$ cat src/rtl/upd_pkg.sv
// shared types and constants for the url percent decoder
`default_nettype none

package upd_pkg;

  // most output words that one input word can cause
  localparam int unsigned MAX_WORDS = 3;

  // default depth of the queue between front and back
  localparam int unsigned QUEUE_DEPTH = 2;

  localparam int unsigned IDX_W = $clog2(MAX_WORDS);

  // one classified input word: up to three output bytes, in order
  typedef struct packed {
    logic [MAX_WORDS-1:0][7:0] data;
    logic [IDX_W-1:0]          last_idx;
    logic                      eos;
  } upd_rec_t;

endpackage

`default_nettype wire

$ cat src/rtl/upd_front.sv
// front: accepts input words, tracks escape state and builds result records
`default_nettype none

module upd_front (
  input  wire logic              clk_i,
  input  wire logic              rst_ni,
  input  wire logic              in_valid_i,
  output logic                   in_stall_o,
  input  wire logic [7:0]        in_byte_i,
  input  wire logic              end_of_string_i,
  input  wire logic              q_full_i,
  output logic                   push_o,
  output upd_pkg::upd_rec_t      rec_o
);
  import upd_pkg::*;

  localparam logic [7:0] PercentChar = 8'h25;

  typedef enum logic [1:0] {
    PEND_NONE  = 2'd0,
    PEND_PCT   = 2'd1,
    PEND_DIGIT = 2'd2
  } pend_e;

  pend_e      pend_q, pend_d;
  logic [7:0] held_q, held_d;
  logic       accept;
  logic [IDX_W:0] cnt;
  logic [MAX_WORDS-1:0][7:0] data;

  function automatic logic is_hex(input logic [7:0] c);
    return ((c >= 8'h30) && (c <= 8'h39)) ||
           ((c >= 8'h41) && (c <= 8'h46)) ||
           ((c >= 8'h61) && (c <= 8'h66));
  endfunction

  function automatic logic [3:0] hex_nib(input logic [7:0] c);
    logic [7:0] t;
    if (c <= 8'h39) begin
      t = c - 8'h30;
    end else if (c <= 8'h46) begin
      t = c - 8'h37;
    end else begin
      t = c - 8'h57;
    end
    return t[3:0];
  endfunction

  assign accept     = in_valid_i && !q_full_i;
  assign in_stall_o = q_full_i;

  always_comb begin
    logic hex_ok;
    logic pct;
    hex_ok = is_hex(in_byte_i);
    pct    = (in_byte_i == PercentChar);
    pend_d = pend_q;
    held_d = held_q;
    cnt    = '0;
    data   = '0;
    if (accept) begin
      unique case (pend_q)
        PEND_PCT: begin
          if (hex_ok) begin
            held_d = in_byte_i;
            pend_d = PEND_DIGIT;
          end else begin
            data[cnt[IDX_W-1:0]] = PercentChar;
            cnt = cnt + 1'b1;
            if (pct) begin
              pend_d = PEND_PCT;
            end else begin
              data[cnt[IDX_W-1:0]] = in_byte_i;
              cnt = cnt + 1'b1;
              pend_d = PEND_NONE;
            end
          end
        end
        PEND_DIGIT: begin
          if (hex_ok) begin
            data[cnt[IDX_W-1:0]] = {hex_nib(held_q), hex_nib(in_byte_i)};
            cnt = cnt + 1'b1;
            pend_d = PEND_NONE;
          end else begin
            data[cnt[IDX_W-1:0]] = PercentChar;
            cnt = cnt + 1'b1;
            data[cnt[IDX_W-1:0]] = held_q;
            cnt = cnt + 1'b1;
            if (pct) begin
              pend_d = PEND_PCT;
            end else begin
              data[cnt[IDX_W-1:0]] = in_byte_i;
              cnt = cnt + 1'b1;
              pend_d = PEND_NONE;
            end
          end
        end
        default: begin
          if (pct) begin
            pend_d = PEND_PCT;
          end else begin
            data[cnt[IDX_W-1:0]] = in_byte_i;
            cnt = cnt + 1'b1;
            pend_d = PEND_NONE;
          end
        end
      endcase
      // flush whatever is still held at the end of the string
      if (end_of_string_i) begin
        if (pend_d == PEND_PCT) begin
          data[cnt[IDX_W-1:0]] = PercentChar;
          cnt = cnt + 1'b1;
        end else if (pend_d == PEND_DIGIT) begin
          data[cnt[IDX_W-1:0]] = PercentChar;
          cnt = cnt + 1'b1;
          data[cnt[IDX_W-1:0]] = held_d;
          cnt = cnt + 1'b1;
        end
        pend_d = PEND_NONE;
        held_d = '0;
      end
    end
  end

  assign push_o         = accept && (cnt != '0);
  assign rec_o.data     = data;
  assign rec_o.last_idx = IDX_W'(cnt - 1'b1);
  assign rec_o.eos      = end_of_string_i;

  always_ff @(posedge clk_i or negedge rst_ni) begin
    if (!rst_ni) begin
      pend_q <= PEND_NONE;
      held_q <= '0;
    end else begin
      pend_q <= pend_d;
      held_q <= held_d;
    end
  end

  // an accepted end of string always leaves nothing pending
  a_eos_clears: assert property (@(posedge clk_i) disable iff (!rst_ni)
    (accept && end_of_string_i) |=> (pend_q == PEND_NONE))
    else $error("pending escape survived end of string");

  // an accepted end of string always yields at least one word
  a_eos_pushes: assert property (@(posedge clk_i) disable iff (!rst_ni)
    (accept && end_of_string_i) |-> push_o)
    else $error("end of string produced no word");

endmodule

`default_nettype wire

$ cat src/rtl/upd_queue.sv
// short record queue between front and back
`default_nettype none

module upd_queue #(
  parameter int unsigned Depth = upd_pkg::QUEUE_DEPTH
) (
  input  wire logic              clk_i,
  input  wire logic              rst_ni,
  input  wire logic              push_i,
  input  wire upd_pkg::upd_rec_t rec_i,
  input  wire logic              pop_i,
  output upd_pkg::upd_rec_t      head_o,
  output logic                   full_o,
  output logic                   empty_o
);
  import upd_pkg::*;

  localparam int unsigned PtrW = (Depth > 1) ? $clog2(Depth) : 1;
  localparam int unsigned CntW = $clog2(Depth + 1);
  localparam logic [PtrW-1:0] LastPtr = PtrW'(Depth - 1);

  upd_rec_t        mem_q [Depth];
  logic [PtrW-1:0] wr_ptr_q, rd_ptr_q;
  logic [CntW-1:0] count_q;

  assign full_o  = (count_q == CntW'(Depth));
  assign empty_o = (count_q == '0);
  assign head_o  = mem_q[rd_ptr_q];

  always_ff @(posedge clk_i) begin
    if (push_i) begin
      mem_q[wr_ptr_q] <= rec_i;
    end
  end

  always_ff @(posedge clk_i or negedge rst_ni) begin
    if (!rst_ni) begin
      wr_ptr_q <= '0;
      rd_ptr_q <= '0;
      count_q  <= '0;
    end else begin
      if (push_i) begin
        wr_ptr_q <= (wr_ptr_q == LastPtr) ? '0 : wr_ptr_q + 1'b1;
      end
      if (pop_i) begin
        rd_ptr_q <= (rd_ptr_q == LastPtr) ? '0 : rd_ptr_q + 1'b1;
      end
      if (push_i && !pop_i) begin
        count_q <= count_q + 1'b1;
      end else if (pop_i && !push_i) begin
        count_q <= count_q - 1'b1;
      end
    end
  end

  a_no_overflow: assert property (@(posedge clk_i) disable iff (!rst_ni)
    push_i |-> !full_o)
    else $error("push into full queue");

  a_no_underflow: assert property (@(posedge clk_i) disable iff (!rst_ni)
    pop_i |-> !empty_o)
    else $error("pop from empty queue");

endmodule

`default_nettype wire

$ cat src/rtl/upd_back.sv
// back: plays records into output register, one word per unstalled cycle
`default_nettype none

module upd_back (
  input  wire logic              clk_i,
  input  wire logic              rst_ni,
  input  wire upd_pkg::upd_rec_t head_i,
  input  wire logic              empty_i,
  output logic                   pop_o,
  output logic                   out_valid_o,
  input  wire logic              out_stall_i,
  output logic [7:0]             out_byte_o,
  output logic                   last_of_run_o,
  output logic                   string_done_o
);
  import upd_pkg::*;

  logic [IDX_W-1:0] idx_q, idx_d;
  logic             valid_q, valid_d;
  logic [7:0]       byte_q, byte_d;
  logic             last_q, last_d;
  logic             done_q, done_d;
  logic             load;
  logic             at_end;

  assign load   = !empty_i && (!valid_q || !out_stall_i);
  assign at_end = (idx_q == head_i.last_idx);
  assign pop_o  = load && at_end;

  always_comb begin
    idx_d   = idx_q;
    valid_d = valid_q;
    byte_d  = byte_q;
    last_d  = last_q;
    done_d  = done_q;
    if (load) begin
      valid_d = 1'b1;
      byte_d  = head_i.data[idx_q];
      last_d  = at_end;
      done_d  = at_end && head_i.eos;
      idx_d   = at_end ? '0 : idx_q + 1'b1;
    end else if (!out_stall_i) begin
      valid_d = 1'b0;
    end
  end

  always_ff @(posedge clk_i or negedge rst_ni) begin
    if (!rst_ni) begin
      idx_q   <= '0;
      valid_q <= 1'b0;
    end else begin
      idx_q   <= idx_d;
      valid_q <= valid_d;
    end
  end

  always_ff @(posedge clk_i) begin
    byte_q <= byte_d;
    last_q <= last_d;
    done_q <= done_d;
  end

  assign out_valid_o   = valid_q;
  assign out_byte_o    = byte_q;
  assign last_of_run_o = last_q;
  assign string_done_o = done_q;

  // the word index never runs past the record at the head
  a_idx_in_range: assert property (@(posedge clk_i) disable iff (!rst_ni)
    !empty_i |-> (idx_q <= head_i.last_idx))
    else $error("word index beyond record");

endmodule

`default_nettype wire

$ cat src/rtl/url_percent_decoder.sv
// top level of the url percent decoder
// usage:
//   input channel carries one word per raw byte of the encoded string,
//   with end_of_string_i set on the last byte of each string
//   output channel carries the decoded bytes; last_of_run_o marks the final
//   output word caused by an input word, string_done_o the final word of a string
//   a '%' plus two hex digits becomes one byte; broken escapes pass through raw
// path:
//   an accepted word's record is written into the queue register, then its
//   first output word is loaded from the queue head into the output register
// throughput:
//   one input word per cycle while the queue has room; an input word that
//   yields k output words (k is 0 to 3) holds the back end until all k are taken,
//   and words that yield nothing (a held '%' or digit) never enter the queue
// reset:
//   clears the escape state, empties the queue and drops out_valid_o
// stall:
//   out_stall_i freezes the output register; the queue keeps filling until
//   full, then in_stall_o rises (it depends on the queue fill only)
`default_nettype none

module url_percent_decoder #(
  parameter int unsigned QueueDepth = upd_pkg::QUEUE_DEPTH
) (
  input  wire logic       clk_i,
  input  wire logic       rst_ni,
  input  wire logic       in_valid_i,
  output logic            in_stall_o,
  input  wire logic [7:0] in_byte_i,
  input  wire logic       end_of_string_i,
  output logic            out_valid_o,
  input  wire logic       out_stall_i,
  output logic [7:0]      out_byte_o,
  output logic            last_of_run_o,
  output logic            string_done_o
);
  import upd_pkg::*;

  // records handed from front to queue and from queue to back
  upd_rec_t push_rec;
  upd_rec_t head_rec;
  logic     push;
  logic     pop;
  logic     q_full;
  logic     q_empty;

  // front: classifies each byte against the held escape prefix
  upd_front u_front (
    .clk_i           (clk_i),
    .rst_ni          (rst_ni),
    .in_valid_i      (in_valid_i),
    .in_stall_o      (in_stall_o),
    .in_byte_i       (in_byte_i),
    .end_of_string_i (end_of_string_i),
    .q_full_i        (q_full),
    .push_o          (push),
    .rec_o           (push_rec)
  );

  // decouples a 3-word record from the next input byte
  upd_queue #(
    .Depth (QueueDepth)
  ) u_queue (
    .clk_i   (clk_i),
    .rst_ni  (rst_ni),
    .push_i  (push),
    .rec_i   (push_rec),
    .pop_i   (pop),
    .head_o  (head_rec),
    .full_o  (q_full),
    .empty_o (q_empty)
  );

  // back: one output word per unstalled cycle from the head record
  upd_back u_back (
    .clk_i         (clk_i),
    .rst_ni        (rst_ni),
    .head_i        (head_rec),
    .empty_i       (q_empty),
    .pop_o         (pop),
    .out_valid_o   (out_valid_o),
    .out_stall_i   (out_stall_i),
    .out_byte_o    (out_byte_o),
    .last_of_run_o (last_of_run_o),
    .string_done_o (string_done_o)
  );

endmodule

`default_nettype wire

$ cat config.mk
export PLATFORM = sky130hd
export DESIGN_NAME = url_percent_decoder
export DESIGN_NICKNAME = d
export VERILOG_FILES = /design/src/rtl/upd_pkg.sv /design/src/rtl/upd_front.sv /design/src/rtl/upd_queue.sv /design/src/rtl/upd_back.sv /design/src/rtl/url_percent_decoder.sv
export SDC_FILE = /design/constraint.sdc
export NUM_CORES = 1
export LEC_CHECK = 0
export BUFFER_PORTS_ARGS = -buffer_cell sky130_fd_sc_hd__buf_2
export CAP_MARGIN = 20
export CORE_AREA = 8 8 94 96
export DETAILED_ROUTE_END_ITERATION = 10
export DIE_AREA = 0 0 102 104
export PLACE_DENSITY = 0.78
export SLEW_MARGIN = 20
export SYNTH_ARGS = -nofsm -noshare
export SYNTH_HDL_FRONTEND = slang
export SYNTH_SLANG_ARGS = --single-unit
export TNS_END_PERCENT = 5
$ cat constraint.sdc
create_clock -name clk_i -period 4.9 [get_ports clk_i]
set_clock_uncertainty 0.1 [all_clocks]
set_input_delay 0.98 -clock clk_i [delete_from_list [all_inputs] [get_ports clk_i]]
set_output_delay 0.98 -clock clk_i [all_outputs]
set_load 0.02 [all_outputs]
==> flow_summary.ini, run 1 <==
[setup_path]
crit_path_end_kind = flip-flop
crit_top_cell = ha_1
cp_max_fo = 6
path_buf_inv = 3
cp.arrival_ns = 4.76
start_kind = input pin
crit_start = in_byte_i[0]
path_class = in -> reg
crit_path_max_incr_delay_ns = 0.56
cp.required_ns = 5.06
r2r-start = u_front.pend_q[0]
crit_chain = buf_2 -> ha_1 -> or4b_4 -> and4_4 -> or3_4 -> nor3_4 -> inv_1 -> ha_1 -> a311o_1 -> ha_1 -> nor2_1 -> a41oi_1 -> inv_1 -> ha_1 -> xor2_1 -> nor2_1 -> xor2_1
crit_family = simple AND/OR/NAND/NOR gates
cp_slowest_cell = a41oi_1

[routing]
dr_wl_met2_um = 4740
wirelength_met1_um = 4040
routed_via_density = 6.29
vias = 3153
wl_met3_um = 700
remaining_drc_errors = 0
dr.pass1.iters = 5
routed_wl_um = 9790
highest_layer = met4
drt_iter0_markers = 246
drtAntennaViolNets = 0
wl_per_cell_um = 19.5

[finish]
drive_gt1_share_pct = 18.5
layout_common_cells = edfxtp_1 (64), nand2_1 (24), buf_2 (24), inv_1 (23), a21oi_1 (21)
areaGrowthSynthToFinish_pct = 11.7
nFillCells = 595
n_antenna_cell = 0
fin_area_um2 = 4820
fin_cells = 501
nets = 423
final_common_cell = edfxtp_1

[floorplan]
die_h_um = 104
die-area_um2 = 10600
dieWidth_um = 102
start_util_pct = 57.9
rows = 32
io_pins = 25
coreArea_um2 = 7450

[grt]
antenna_found_initial = 0
first_global_vias = 3203
grt_max_degree = 28
grt_pass1_wl_um = 16000
gr-usage-all-layers_pct = 19.5
overflow = 0

[clocking]
clockBufferDepth = 2
insertion_delay_ns = 0.35
cts_hold_buf = 0
root_buffer = clkbuf_8
cts_setup_buffers = 0
cts_tree = built
cts_num_sinks = 81
cts_resized = 0
clk_pin_slew_worst_paths_ns = 0.07
cts-buffers-inserted = 9
ctsHtreeMaxLevel = 3

[place]
place_area_um2 = 4620
placed_cells_incl_taps = 485
gp_congestion = 0.986
portBuffers = 24
pre_cts_slack_ns = -0.0309
dpl.hpwl_um = 7160

[logic_synthesis]
synthArstFlopShare_pct = 21.0
synth.top_cell.area_share_pct = 44.5
yosys_most_used_dff = edfxtp_1
ys_types = 57
synth_area_leaders = edfxtp_1 (45%), dfrtp_1 (9.9%), ha_1 (4.6%)
avgSynthCellArea_um2 = 11.8
synthesis.area_um2 = 4320
yosysWarningCount = 0
synth_edf_count = 64
syn-num-nets = 394
synth_area_leader_cell = edfxtp_1
synth_cells = 365
ys_ff_latch = 81
synth-seq-area-share_pct = 54.4

[power]
cellLeakagePower_nw = 1.86
ir_drop_uv = 273
p_per_area_nw_per_um2 = 478
totalPowerFinal_mw = 2.30

[hold_path]
min_path_type = reg -> reg
hp-start = u_queue.count_q[1]

[sta]
tightest_slew_ns = 0.754
finalSetupViolCount = 0
setup_slack_ns = 0.304
clock.fmax_mhz = 218
drv_slew = 0
finalHoldViolations = 0
slew_headroom_pct = 49.6
fin_crit_sh_pct = 93.8
rsz0062_at_grt = false
period_minus_slack_ns = 4.60

[status]
status = finished clean

[run]
timing.max_cap.violations = 0
[cell type report]
class,instances,area [um^2],area share [%]
inverter,23,86.3,1.79
multi-input combinational,241,1810,37.6
sequential,81,2350,48.7
clock buffer,10,128,2.65
tap,102,128,2.65
clock inverter,6,67.6,1.40
timing repair buffer,38,250,5.19
[sequential cells by signal, summed over array words and instances (netlist names)]
name	flops
u_front.pend_q	2
u_back.out_valid_o	1
u_queue.wr_ptr_q	1
u_queue.mem_q	54
u_back.string_done_o	1
u_queue.count_q	2
u_queue.rd_ptr_q	1
u_back.out_byte_o	8
u_front.held_q	8
u_back.last_of_run_o	1
u_back.idx_q	2
[where the power goes]
| part | internal (mW) | switching [mW] | leakage (nW) | total, mW |
|---|---|---|---|---|
| Combinational | 0.324 | 0.434 | 0.953 | 0.759 |
| Sequential | 0.939 | 0.126 | 0.817 | 1.07 |
| Clock | 0.237 | 0.244 | 0.0929 | 0.481 |
[logic make-up (layout without fill, tap and decap cells)]
| group | count (synthesis) | after routing | share of synthesized area, % |
|---|---|---|---|
| mux | 22 | 22 | 7.45 |
| buf+inv | 43 | 77 | 4.12 |
| flops | 81 | 81 | 54.4 |
| fa+ha+maj | 16 | 16 | 4.64 |
| xor+xnor | 12 | 12 | 2.44 |
| simple gates | 86 | 86 | 10.8 |
| compound gates | 105 | 105 | 16.2 |
[Yosys cell counts, drive strengths merged, types with 3 or more instances]
cell type / count
edfxtp: 64
nand2: 24
inv: 23
a21oi: 21
o21ai: 20
dfrtp: 17
ha: 16
clkbuf: 14
nor2: 14
mux2i: 13
o22ai: 12
a22oi: 11
and2: 9
mux4: 8
xnor2: 8
a211oi: 7
nand3: 7
and3: 6
buf: 6
nand2b: 6
a31oi: 5
o2bb2ai: 5
nor3: 4
xor2: 4
a22o: 3
nor2b: 3
o31ai: 3
or3: 3
[stage by stage]
stage / utilization, % / TNS, ns / hold WS, ns
after global placement: 62.1 / 0 / 0.364
after global routing: 64.7 / 0 / 0.424
after floorplan: - / 0 / 0.364
after CTS: 64.7 / 0 / 0.397
after detailed placement: 62.1 / -0.0309 / 0.388
final: 64.7 / 0 / 0.399
[final timing paths]
| path | end | slack, ns | depth (start not counted) |
|---|---|---|---|
| setup reg to reg | u_queue.count_q[1] | 0.85 | 16 |
| setup / recovery | u_queue.count_q[1] | 0.30 | 17 |
| min in group asynchronous | u_front.held_q[6] | 0.45 | 1 |
| hold reg to reg | u_queue.count_q[1] | 0.40 | 1 |
| hold / removal | u_queue.count_q[1] | 0.40 | 1 |
| max in group asynchronous | u_queue.count_q[1] | 3.94 | 1 |
[metal layers]
layer / track usage [%] / up-vias
met5: 0 / -
met4: 9.65 / 0
met3: 3.68 / 32
met2: 30.7 / 143
met1: 24.9 / 1537
li1: - / 1441
No activity file was read; power rests on OpenSTA's default activity.
==> run 2: changes to the inputs <==
--- a/config.mk
+++ b/config.mk
@@ -5,11 +5,12 @@
 export SDC_FILE = /design/constraint.sdc
 export NUM_CORES = 1
 export LEC_CHECK = 0
+export ABC_AREA = 1
 export BUFFER_PORTS_ARGS = -buffer_cell sky130_fd_sc_hd__buf_2
 export CAP_MARGIN = 20
-export CORE_AREA = 8 8 94 96
+export CORE_AREA = 8 8 96 98
 export DETAILED_ROUTE_END_ITERATION = 10
-export DIE_AREA = 0 0 102 104
+export DIE_AREA = 0 0 104 106
 export PLACE_DENSITY = 0.78
 export SLEW_MARGIN = 20
 export SYNTH_ARGS = -nofsm -noshare
==> flow_summary.ini, run 2 <==
[setup_path]
start_kind = input pin
crit_family = simple AND/OR/NAND/NOR gates
path_buf_inv = 6
cp_max_fo = 7
crit_path_max_incr_delay_ns = 0.26
crit_top_cell = nand2_1
path_class = in -> reg
cp_slowest_cell = ha_1
cp.required_ns = 5.05
cp.arrival_ns = 4.21
crit_path_end_kind = flip-flop

[finish]
nets = 559
largest_reg_flops = 54
fin_cells = 640
final_common_cell = nand2_1
layout_common_cells = nand2_1 (105), edfxtp_1 (64), inv_1 (50), nor2_1 (50), o21ai_0 (50)
regMostFlops = u_queue.mem_q
n_antenna_cell = 0
areaGrowthSynthToFinish_pct = 8.77
drive_gt1_share_pct = 14.0

[floorplan]
start_util_pct = 57.7
die_h_um = 106
die-area_um2 = 11000
coreArea_um2 = 7850
dieWidth_um = 104
rows = 33
io_pins = 25

[clocking]
clockBufferDepth = 2
root_buffer = clkbuf_8
cts-buffers-inserted = 9
cts_setup_buffers = 0
cts_resized = 0
cts_num_sinks = 81
clk_pin_slew_worst_paths_ns = 0.09
cts_tree = built
ctsHtreeMaxLevel = 3
insertion_delay_ns = 0.36
cts_hold_buf = 0

[sta]
hold_ws_ns = 0.380
finalSetupViolCount = 0
clock.fmax_mhz = 246
rsz0062_at_grt = false
drv_slew = 0
period_minus_slack_ns = 4.07
finalHoldViolations = 0
fin_crit_sh_pct = 83.0
setup_tns_ns = 0
tightest_slew_ns = 0.831
slew_headroom_pct = 44.6

[routing]
drt_iter0_markers = 263
remaining_drc_errors = 0
vias = 3591
drtAntennaViolNets = 0
wl_per_cell_um = 17.4
routed_via_density = 5.61
routed_wl_um = 11100
dr.pass1.iters = 4

[logic_synthesis]
ys_ff_latch = 81
synthesis.area_um2 = 4520
ys_types = 43
synth_most_common_cell = nand2_1
yosysWarningCount = 0
avgSynthCellArea_um2 = 8.94
synthTopCellsByCount = nand2_1 (105), edfxtp_1 (64), nor2_1 (51), inv_1 (50), o21ai_0 (50)
syn-num-nets = 535
synth_edf_count = 64
synth.top_cell.area_share_pct = 42.5
synth_area_leaders = edfxtp_1 (42%), dfrtp_1 (9.4%), nand2_1 (8.7%)
synth-seq-area-share_pct = 51.9
synth_cells = 506
synthArstFlopShare_pct = 21.0
synth_area_leader_cell = edfxtp_1
yosys_most_used_dff = edfxtp_1

[hold_path]
min_path_type = reg -> reg

[place]
dpl.hpwl_um = 8370
placed_cells_incl_taps = 624
gp_congestion = 0.969
portBuffers = 24

[power]
p_per_area_nw_per_um2 = 429
ir_drop_uv = 205
cellLeakagePower_nw = 2.06

[grt]
grt_pass1_wl_um = 18000
overflow = 0
gr-usage-all-layers_pct = 20.5
grt_max_degree = 29
antenna_found_initial = 0
first_global_vias = 3552

[status]
status = finished clean

[run]
timing.max_cap.violations = 0
-- run 2: cell types whose count changed after synthesis, moves of 7 or more --
| cell | delta |
|---|---|
| nand3_1 | +17 |
| o21ai_0 | +31 |
| inv_1 | +27 |
| mux2i_1 | -13 |
| nor2_1 | +37 |
| nand2_1 | +81 |
| xnor2_1 | -7 |
| a22oi_1 | -10 |
| o21ai_1 | +9 |
| and2_1 | -9 |
| mux4_2 | -8 |
-- run 2: per-layer routing --
metal	wire (um)	vias to the layer above	track usage (%)
met2	5600	130	35.8
met4	333	0	9.00
met3	605	28	4.05
li1	-	1766	-
met1	4600	1667	24.1
met5	0	-	0
-- run 2: cell type report --
class	instances	area, um^2
Clock inverter	6	50.0
Multi-Input combinational cell	349	1880
Fill cell	680	2920
Clock buffer	10	128
Timing Repair Buffer	29	158
Inverter	60	229
Sequential cell	81	2350
Tap cell	105	131
-- run 2: report_power, final --
part,leakage (nW),switching [mW],internal [mW],total [mW]
logic,1.15,0.469,0.203,0.672
registers,0.830,0.0794,0.916,0.995
clock network,0.0835,0.253,0.189,0.442
-- run 2: cell families (layout without fill, tap and decap cells) --
| kind of cell | count (synthesis) | after routing | share of synthesized area [%] |
|---|---|---|---|
| simple gates | 209 | 209 | 21.2 |
| compound gates | 116 | 116 | 14.3 |
| flops | 81 | 81 | 51.9 |
| buf+inv | 76 | 105 | 6.66 |
| fa+ha+maj | 16 | 16 | 4.42 |
| xor+xnor | 8 | 8 | 1.55 |
-- run 2: worst min-delay path, cell delays in order, from the launching register on --
cell and delay [ns]:
dfrtp_1 0.35, nand2_1 0.05, nand2_1 0.05
-- run 2: metrics by stage --
| stage | power, mW | util, % | cell area (um^2) | worst slack, ns |
|---|---|---|---|---|
| 5_1_grt | 2.23 | 62.7 | 4920 | 0.471 |
| 3_3_place_gp | 1.65 | 60.5 | 4740 | 0.627 |
| 6_report | 2.11 | 62.7 | 4920 | 0.834 |
| 4_1_cts | 2.12 | 62.7 | 4920 | 0.871 |
| 2_1_floorplan | 1.47 | - | 4520 | 0.286 |
| 3_5_place_dp | 1.68 | 60.5 | 4740 | 0.490 |
-- run 2: worst paths after layout --
path | from | to | slack [ns] | cells past startpoint
min in group asynchronous | rst_ni | u_front.held_q[0] | 0.43 | 1
max in group asynchronous | rst_ni | u_queue.count_q[0] | 3.96 | 1
hold reg to reg | u_queue.wr_ptr_q | u_queue.wr_ptr_q | 0.38 | 2
setup / recovery | in_byte_i[1] | u_queue.count_q[1] | 0.83 | 25
hold / removal | u_queue.wr_ptr_q | u_queue.wr_ptr_q | 0.38 | 2
setup reg to reg | u_front.pend_q[0] | u_queue.count_q[1] | 1.50 | 18
